**src/rtl/pcc_pkg.sv**
```systemverilog
// pcc_pkg: shared types and constants for the power and code constants core
// used by power_and_code_constants_core and its checker; no dependencies
package pcc_pkg;

  localparam int FIELD_BITS        = 64;
  localparam int WORD_BITS_DEFAULT = 64;

  typedef enum logic [3:0] {
    ST_IDLE,
    ST_PICK,
    ST_POW_F,
    ST_POW_S,
    ST_SQUARE,
    ST_DIVIDE,
    ST_COUNT,
    ST_NIL,
    ST_FINISH
  } state_t;

endpackage

```
**src/rtl/power_and_code_constants_core.sv**
```systemverilog
// power_and_code_constants_core: integer powers by square-and-multiply, quotient and code counts
// depends on pcc_pkg
//
// Usage: the input channel (in_valid / in_stall) carries base, length and sub_length.
// A transfer happens when in_valid is high and in_stall is low. The output channel
// (out_valid / out_stall) carries full_power, small_power, quotient, monomial_count,
// nil_position and divide_error, one result per input transfer.
// Only the low WORD_BITS bits of each input are used; results wrap modulo 2^WORD_BITS
// and are zero-extended onto the 64-bit output ports.
// Every product goes through one shared half-width multiplier; each WORD_BITS-wide
// product is summed from three partial products into its low word. Each exponent
// bit costs one pick step, one squaring and one product per set bit of length and
// sub_length; the loop stops when both exponents run out. The quotient then comes
// from a restoring divider, followed by two products for monomial_count and
// nil_position. The next input can be taken in the cycle after the result reaches
// the output register.
// in_stall stays high from the input transfer until the result has been moved to the
// output register; a waiting result does not block the next input transfer, but a
// second result waits until the first is taken. Reset empties the block.
module power_and_code_constants_core
  import pcc_pkg::*;
#(
  parameter int WORD_BITS = WORD_BITS_DEFAULT
) (
  input  logic                  clk,
  input  logic                  rst,
  input  logic                  in_valid,
  output logic                  in_stall,
  input  logic [FIELD_BITS-1:0] base,
  input  logic [FIELD_BITS-1:0] length,
  input  logic [FIELD_BITS-1:0] sub_length,
  output logic                  out_valid,
  input  logic                  out_stall,
  output logic [FIELD_BITS-1:0] full_power,
  output logic [FIELD_BITS-1:0] small_power,
  output logic [FIELD_BITS-1:0] quotient,
  output logic [FIELD_BITS-1:0] monomial_count,
  output logic [FIELD_BITS-1:0] nil_position,
  output logic                  divide_error
);

  localparam int W  = WORD_BITS;
  localparam int H  = (WORD_BITS + 1) / 2;
  localparam int CW = $clog2(WORD_BITS);

  state_t state, state_next;

  // working registers
  logic [W-1:0] base_r, len, sub;
  logic [W-1:0] b, el, es, accf, accs;
  logic [W-1:0] rem, qreg, cnt_r, nil_r;
  logic [CW-1:0] dcnt;

  // shared multiplier
  logic [1:0]     mstep;
  logic [2*H-1:0] prod;
  logic [W-1:0]   acc;
  logic [W-1:0]   opa, opb;
  logic [H-1:0]   a_lo, a_hi, b_lo, b_hi, mx, my;
  logic [2*H-1:0] mul_p;
  logic [W-1:0]   shifted, mul_sum;
  logic           mul_state, mul_done;

  // divider
  logic [W:0]   shl, diff;
  logic         ge, div_last, err;
  logic [W-1:0] rem_next, qreg_next;

  logic out_free;

  assign err      = (sub == '0);
  assign out_free = !out_valid || !out_stall;

  // ---------------- next state ----------------
  always_comb begin
    state_next = state;
    case (state)
      ST_IDLE:   if (in_valid) state_next = ST_PICK;
      ST_PICK: begin
        if (el == '0 && es == '0) state_next = ST_DIVIDE;
        else if (el[0])           state_next = ST_POW_F;
        else if (es[0])           state_next = ST_POW_S;
        else                      state_next = ST_SQUARE;
      end
      ST_POW_F:  if (mul_done) state_next = es[0] ? ST_POW_S : ST_SQUARE;
      ST_POW_S:  if (mul_done) state_next = ST_SQUARE;
      ST_SQUARE: if (mul_done) state_next = ST_PICK;
      ST_DIVIDE: if (div_last) state_next = ST_COUNT;
      ST_COUNT:  if (mul_done) state_next = ST_NIL;
      ST_NIL:    if (mul_done) state_next = ST_FINISH;
      ST_FINISH: if (out_free) state_next = ST_IDLE;
      default:   state_next = ST_IDLE;
    endcase
  end

  // ---------------- control outputs ----------------
  always_comb begin
    in_stall  = 1'b1;
    mul_state = 1'b0;
    opa       = b;
    opb       = b;
    case (state)
      ST_IDLE:   in_stall = 1'b0;
      ST_POW_F: begin
        mul_state = 1'b1;
        opa       = accf;
      end
      ST_POW_S: begin
        mul_state = 1'b1;
        opa       = accs;
      end
      ST_SQUARE: mul_state = 1'b1;
      ST_COUNT: begin
        mul_state = 1'b1;
        opa       = qreg;
        opb       = accs - W'(1);
      end
      ST_NIL: begin
        mul_state = 1'b1;
        opa       = len;
        opb       = base_r - W'(1);
      end
      default: ;
    endcase
  end

  assign mul_done = mul_state && (mstep == 2'd3);

  // low word of opa*opb from three half-width partial products
  assign a_lo = opa[H-1:0];
  assign a_hi = H'(opa >> H);
  assign b_lo = opb[H-1:0];
  assign b_hi = H'(opb >> H);

  always_comb begin
    case (mstep)
      2'd1:    begin mx = a_lo; my = b_hi; end
      2'd2:    begin mx = a_hi; my = b_lo; end
      default: begin mx = a_lo; my = b_lo; end
    endcase
  end

  assign mul_p   = mx * my;
  assign shifted = W'({prod, {H{1'b0}}});
  assign mul_sum = acc + shifted;

  // restoring division step
  assign shl       = {rem, qreg[W-1]};
  assign diff      = shl - {1'b0, sub};
  assign ge        = !diff[W];
  assign rem_next  = ge ? diff[W-1:0] : shl[W-1:0];
  assign qreg_next = {qreg[W-2:0], ge};
  assign div_last  = (state == ST_DIVIDE) && (dcnt == CW'(W - 1));

  // ---------------- control registers ----------------
  always_ff @(posedge clk) begin
    if (rst) begin
      state     <= ST_IDLE;
      mstep     <= 2'd0;
      out_valid <= 1'b0;
    end else begin
      state <= state_next;
      if (mul_state) mstep <= mstep + 2'd1;
      else           mstep <= 2'd0;
      if (state == ST_FINISH && out_free) out_valid <= 1'b1;
      else if (!out_stall)                out_valid <= 1'b0;
    end
  end

  // ---------------- datapath ----------------
  always_ff @(posedge clk) begin
    if (mul_state) begin
      case (mstep)
        2'd0:    prod <= mul_p;
        2'd1: begin
          prod <= mul_p;
          acc  <= W'(prod);
        end
        2'd2: begin
          prod <= mul_p;
          acc  <= mul_sum;
        end
        default: ;
      endcase
    end

    case (state)
      ST_IDLE: begin
        if (in_valid) begin
          base_r <= base[W-1:0];
          len    <= length[W-1:0];
          sub    <= sub_length[W-1:0];
          b      <= base[W-1:0];
          el     <= length[W-1:0];
          es     <= sub_length[W-1:0];
          accf   <= W'(1);
          accs   <= W'(1);
        end
      end
      ST_PICK: begin
        rem  <= '0;
        qreg <= len;
        dcnt <= '0;
      end
      ST_POW_F: if (mul_done) accf <= mul_sum;
      ST_POW_S: if (mul_done) accs <= mul_sum;
      ST_SQUARE: begin
        if (mul_done) begin
          b  <= mul_sum;
          el <= el >> 1;
          es <= es >> 1;
        end
      end
      ST_DIVIDE: begin
        rem  <= rem_next;
        qreg <= (div_last && err) ? '0 : qreg_next;
        dcnt <= dcnt + CW'(1);
      end
      ST_COUNT: if (mul_done) cnt_r <= err ? '0 : mul_sum + W'(1);
      ST_NIL:   if (mul_done) nil_r <= mul_sum + W'(1);
      ST_FINISH: begin
        if (out_free) begin
          full_power     <= FIELD_BITS'(accf);
          small_power    <= FIELD_BITS'(accs);
          quotient       <= FIELD_BITS'(qreg);
          monomial_count <= FIELD_BITS'(cnt_r);
          nil_position   <= FIELD_BITS'(nil_r);
          divide_error   <= err;
        end
      end
      default: ;
    endcase
  end

endmodule

```
**config.mk**
```make
export PLATFORM = sky130hd
export DESIGN_NAME = power_and_code_constants_core
export DESIGN_NICKNAME = d
export VERILOG_FILES = /design/src/rtl/pcc_pkg.sv /design/src/rtl/power_and_code_constants_core.sv
export SDC_FILE = /design/constraint.sdc
export NUM_CORES = 2
export LEC_CHECK = 0
export ABC_AREA = 1
export BUFFER_PORTS_ARGS = -buffer_cell sky130_fd_sc_hd__buf_2
export CORE_MARGIN = 8
export CORE_UTILIZATION = 51
export CTS_BUF_LIST = sky130_fd_sc_hd__clkbuf_4 sky130_fd_sc_hd__clkbuf_8 sky130_fd_sc_hd__clkbuf_16
export CTS_CLUSTER_SIZE = 28
export DETAILED_ROUTE_END_ITERATION = 10
export PLACE_DENSITY = 0.69
export SLEW_MARGIN = 5
export SYNTH_ARGS = -nofsm -noshare
export SYNTH_HDL_FRONTEND = slang
export SYNTH_SLANG_ARGS = --single-unit
```
**constraint.sdc**
```tcl
create_clock -name clk -period 26.7 [get_ports clk]
set_clock_uncertainty 0.2 [all_clocks]
set_input_delay 2.67 -clock clk [delete_from_list [all_inputs] [get_ports clk]]
set_output_delay 2.67 -clock clk [all_outputs]
set_load 0.01 [all_outputs]
```
# ---- Yosys cells after proc, flatten, opt, wreduce, memory -nomap -nowiden
# Index checks and enable logic that the tools add are counted.
dict set report totals {
  reg_bits 1230
  inputBits 196
  output_inout_bits 323
}
dict set report classes {
  addsub 7
  mul 1
  eq_ne 21
  muxes 38
  bitwise 1
  n_reduce_logical 32
}
# op n
set op_table {}
lappend op_table {{64-bit case mux with 2 select lines} 9}
lappend op_table {{64-bit 2-to-1 mux} 9}
lappend op_table {{64-bit case mux with 4 select lines} 1}
lappend op_table {{64-bit zero test} 3}
lappend op_table {{64-bit by 1-bit subtractor with 64-bit output, second input constant} 2}
lappend op_table {{65-bit by 64-bit subtractor with 65-bit output} 1}
lappend op_table {{64-bit by 1-bit adder with 64-bit output, second input constant} 1}
lappend op_table {{64-bit adder} 1}
lappend op_table {{32-bit by 32-bit multiplier with 64-bit output} 1}
lappend op_table {{32-bit 2-to-1 mux} 2}
lappend op_table {{4-bit case mux with 9 select lines} 1}
lappend op_table {{4-bit 2-to-1 mux} 8}
lappend op_table {{4-bit by 3-bit == test with 1-bit output, second input constant} 4}
lappend op_table {{2-bit inequality test, second input constant} 8}
lappend op_table {{6-bit case mux with 2 select lines} 1}
lappend op_table {{2-bit AND reduction} 6}
lappend op_table {{2-bit nonzero test} 5}
lappend op_table {{3-bit 2-to-1 mux} 3}
lappend op_table {{3-bit AND reduction} 3}
lappend op_table {{4-bit by 2-bit == test with 1-bit output, second input constant} 2}
lappend op_table {{8-bit AND reduction} 1}
lappend op_table {{6-bit by 1-bit adder with 6-bit output, second input constant} 1}
lappend op_table {{6-bit == test, second input constant} 1}
lappend op_table {{1-bit logical AND} 5}
lappend op_table {{other kinds (15)} 21}

# ---- Logic depth before layout (Yosys ltp)
dict set report depth {
  word_depth 6
  mapped_depth 51
}

# ---- Worst setup path before layout
# Ideal clock, no wire load.
dict set report synth_path {
  kind {input to register}
  start {in out_stall}
  end {reg divide_error, enable pin}
  setup_time_ps 1110
  arrival_time_ps 18055
  required_time_ps 25390
  path_slack_ps 7335
  cell_stages 1
  cell_sequence {a21oi_1}
}
dict set report synth_between {
  elab_chain_cells 3
}
# element line
set synth_lines {}
lappend synth_lines {{from (decl)} power_and_code_constants_core.sv:33} ;# input logic out_stall,
lappend synth_lines {{1-bit zero test} -}
lappend synth_lines {{1-bit logical OR} power_and_code_constants_core.sv:72} ;# assign out_free = !out_valid || !out_stall;
lappend synth_lines {{2-bit AND reduction (no source line)} -}
lappend synth_lines {{to (signal assigned)} power_and_code_constants_core.sv:228} ;# divide_error <= err;
lappend synth_lines {{to (decl)} power_and_code_constants_core.sv:39} ;# output logic divide_error
# No other way between the ends.
# A chain may end at the register's enable or synchronous reset.

# ---- Worst setup path in the final report
dict set report layout_path {
  start {reg state[3]}
  end {reg prod[52] (data pin)}
}
dict set report layout_between {
  elab_chain_cells 4
  word_cells_on_any_way 9
  cone_classes {1 x mul; 4 x eq/ne; 4 x mux}
}
# element line
set layout_lines {}
lappend layout_lines {{from (decl)} power_and_code_constants_core.sv:46} ;# state_t state, state_next;
lappend layout_lines {{from (signal assigned)} power_and_code_constants_core.sv:162} ;# state <= state_next;
lappend layout_lines {{4-bit by 3-bit == test with 1-bit output / 4-bit by 2-bit == test with 1-bit output (equally long branches)} power_and_code_constants_core.sv:102} ;# case (state)
lappend layout_lines {{64-bit case mux with 4 select lines / 64-bit case mux with 2 select lines (equally long branches)} power_and_code_constants_core.sv:102}
lappend layout_lines {{32-bit 2-to-1 mux} power_and_code_constants_core.sv:136} ;# case (mstep)
lappend layout_lines {{32-bit by 32-bit multiplier with 64-bit output (*)} power_and_code_constants_core.sv:143} ;# assign mul_p = mx * my;
lappend layout_lines {{net mul_p[52]} power_and_code_constants_core.sv:60} ;# logic [2*H-1:0] mul_p;
lappend layout_lines {{to (signal assigned)} power_and_code_constants_core.sv:174} ;# 2'd0: prod <= mul_p;
lappend layout_lines {{to (signal assigned)} power_and_code_constants_core.sv:176} ;# prod <= mul_p;
lappend layout_lines {{to (signal assigned)} power_and_code_constants_core.sv:180} ;# prod <= mul_p;
lappend layout_lines {{to (decl)} power_and_code_constants_core.sv:56} ;# logic [2*H-1:0] prod;
# Mark *: on every way through the listed nets, which the timed path passes. The rest lies on a longest branch.

==> results.toml <==
[detailed_routing]
vias = 75800
ant_nets = 0
drt_wl_total_microns = 373000
first_pass_iters = 6
drc = 0
drt-initial-drc-count = 9399
wl_per_cell_microns = 29.1
vias_per_cell = 5.91

[synthesis]
synth_edf_count = 1223
synth_warnings = 0
synth.distinct_cells = 53
synth.area.top_cells = "edfxtp_1 (40%), fa_1 (19%), inv_1 (7.6%)"
yosysSeqAreaShare_pct = 39.9
syn-cell-area_sq_um = 92300
async_flop_share_pct = 0
synth-main-ff-cell = "edfxtp_1"
synth_area_leader_cell = "edfxtp_1"
ys_seq_elements = 1230
post_synth.cell_area_avg_sq_um = 9.32
syn-num-nets = 11400
synth_cells = 9906
synth_top_area_share_pct = 39.8

[critical_path]
worstSetupStartpointType = "flip-flop"
critical_path_class = "reg2reg"
r2r_start = "state[3]"
worstSetupStartpoint = "state[3]"
cp.arrival_ns = 13.07
worst_setup_path_end_kind = "flip-flop"
crit_path_frequent_cell = "fa_1"
critPathMaxStageDelay_ns = 1.34
path_max_fanout = 116
r2r.worst_path.cells = 29
slowest_stage = "clkinv_1"
worstPathRequired_ns = 27.05

[clock_network]
cts-root-buf = "clkbuf_16"
clkLatencyLatePin_ns = 0.80
cts_sinks = 1230
cts_tree = "yes"
cts_buffers = 130
ctsHoldBuffers = 0
post_cts_buffers = 0
cts_buffer_depth = 3
htree_num_levels = 4
post_cts_resized = 0
clk_pin_slew_ns = 0.07

[run_status]
status = "finished, final reports clean"

[placement]
dp.cells = 12600
port-buffer-count = 518
dp_hpwl_microns = 295000
place.gp.congestion = 1.10

[sta]
rsz0062_at_grt = "no"
finalCriticalPeriod_ns = 12.72
relSlewSlack_pct = 7.67
worst_pin_slew_ns = 1.38
setup_viol = 0
tns_ns = 0
post-route-period-util_pct = 47.6
hold_viol_final = 0
maxClockFrequency_ghz = 0.0786
slew_violations = 0

[hold_path]
hold_start = "nil_r[49]"
min_path_type = "reg2reg"
min_path_cells = 0

[layout]
instances_no_fill = 12800
final_common_cell = "inv_1"
fillers = 16100
num-nets-final = 11800
syn_to_final_growth_pct = 10.5
drive_gt1_share_pct = 9.88
final_cell_mix = "inv_1 (1,862), nand2_1 (1,713), nor2_1 (1,271), edfxtp_1 (1,223), fa_1 (898)"

[floorplan]
rows = 156
io_pins = 519
dieArea_sq_um = 195000
die_x_microns = 441
core-area_sq_um = 180000
die_y_microns = 441
start_util_pct = 51.2

[global_route]
antenna_found_initial = 34
grt_max_degree = 172
grt_pass1_vias = 75500
grt_pass1_wl_microns = 528000
grt.overflow.total = 0
track_usage_pct = 37.7

[flow_run]
drv_cap = 0
## synthesized netlist by cell type, types with 9 or more instances
master / n
a21oi_1: 292
nand4_1: 76
a221oi_1: 65
nor2_1: 1280
fa_1: 898
o21a_1: 13
a21o_1: 24
a31oi_1: 24
clkbuf_1: 233
nand2_1: 1719
xnor2_1: 27
nor3_1: 60
buf_6: 18
buf_2: 98
nor4_1: 43
buf_1: 12
nand2_2: 19
inv_2: 18
xor2_1: 159
a32oi_1: 13
a32oi_2: 18
o21bai_1: 19
o211ai_1: 66
o21ai_0: 448
ha_1: 364
inv_1: 1868
a21boi_0: 9
edfxtp_1: 1223
o21ai_1: 65
nand3_1: 572
nor2_2: 34
nand3b_1: 14
o22ai_1: 37
## state kept, by name (all words and copies together), names as in the netlist, 2 cells and up
register        count
es                 64
nil_r              64
accs               64
dcnt                6
state               4
qreg               64
acc                64
sub                64
b                  64
base_r             64
full_power         64
cnt_r              64
nil_position       64
rem                64
prod               64
small_power        64
len                64
mstep               2
el                 64
monomial_count     64
accf               64
quotient           64
## kinds of logic (layout without fill, tap and decap cells)
logic type	Yosys count	count (layout)	synth area share [%]
adders and majority gates	1262	1262	24.4
buffers and inverters	2262	2786	9.51
DFF	1230	1230	39.9
muxes	1	1	0.0108
and+or+nand+nor	3845	3845	17.2
AOI/OAI and AO/OA	1120	1120	7.19
other	0	20	0
xor gates and xnor gates	186	186	1.77
## final cells by class
class / count / area (sq um) / area share (%)
clock buffer: 149 / 3420 / 3.35
inverter: 1893 / 7110 / 6.97
tap: 2370 / 2970 / 2.91
clock inverter: 86 / 962 / 0.943
sequential: 1230 / 36900 / 36.1
timing repair buffer: 658 / 3670 / 3.60
multi-input combinational: 6414 / 47000 / 46.0
antenna: 20 / 50.0 / 0.0491
## stage by stage
| stage | hold slack [ns] | instance area (sq um) | utilization (%) | setup slack (ns) |
|---|---|---|---|---|
| after floorplan | 0.200 | 92300 | - | 7.33 |
| after global placement | 0.200 | 97600 | 54.1 | 14.37 |
| after detailed placement | 0.205 | 97600 | 54.1 | 14.46 |
| after CTS | 0.204 | 102000 | 56.5 | 14.32 |
| after global routing | 0.214 | 102000 | 56.5 | 13.83 |
| final | 0.207 | 102000 | 56.6 | 13.98 |
## per-layer routing
| metal | track usage (%) | vias to the layer above | wire length [microns] |
|---|---|---|---|
| met1 | 47.8 | 37300 | 137000 |
| met5 | 0.124 | - | 84 |
| li1 | - | 32600 | - |
| met3 | 8.14 | 1061 | 39600 |
| met2 | 58.6 | 4889 | 166000 |
| met4 | 24.9 | 12 | 30400 |
## final timing paths
kind                      endpoint  slack [ns]
hold reg to reg   nil_position[49]        0.21
hold / removal    nil_position[49]        0.21
setup reg to reg          prod[52]       13.98
setup / recovery          prod[52]       13.98
## worst max-delay path: cells and delay by family, from the launching register on
| kind | cells | cell delay (ns) |
|---|---|---|
| buffers and inverters | 7 | 2.22 |
| AO/OA/AOI/OAI | 8 | 3.47 |
| flip-flops | 1 | 0.53 |
| XOR/XNOR | 1 | 0.15 |
| AND/OR/NAND/NOR | 4 | 1.23 |
| adder cells (fa/ha/maj) | 9 | 4.52 |
Power is not shown: default switching activity piles up to over one toggle a cycle in this logic, so the estimate is an artifact.
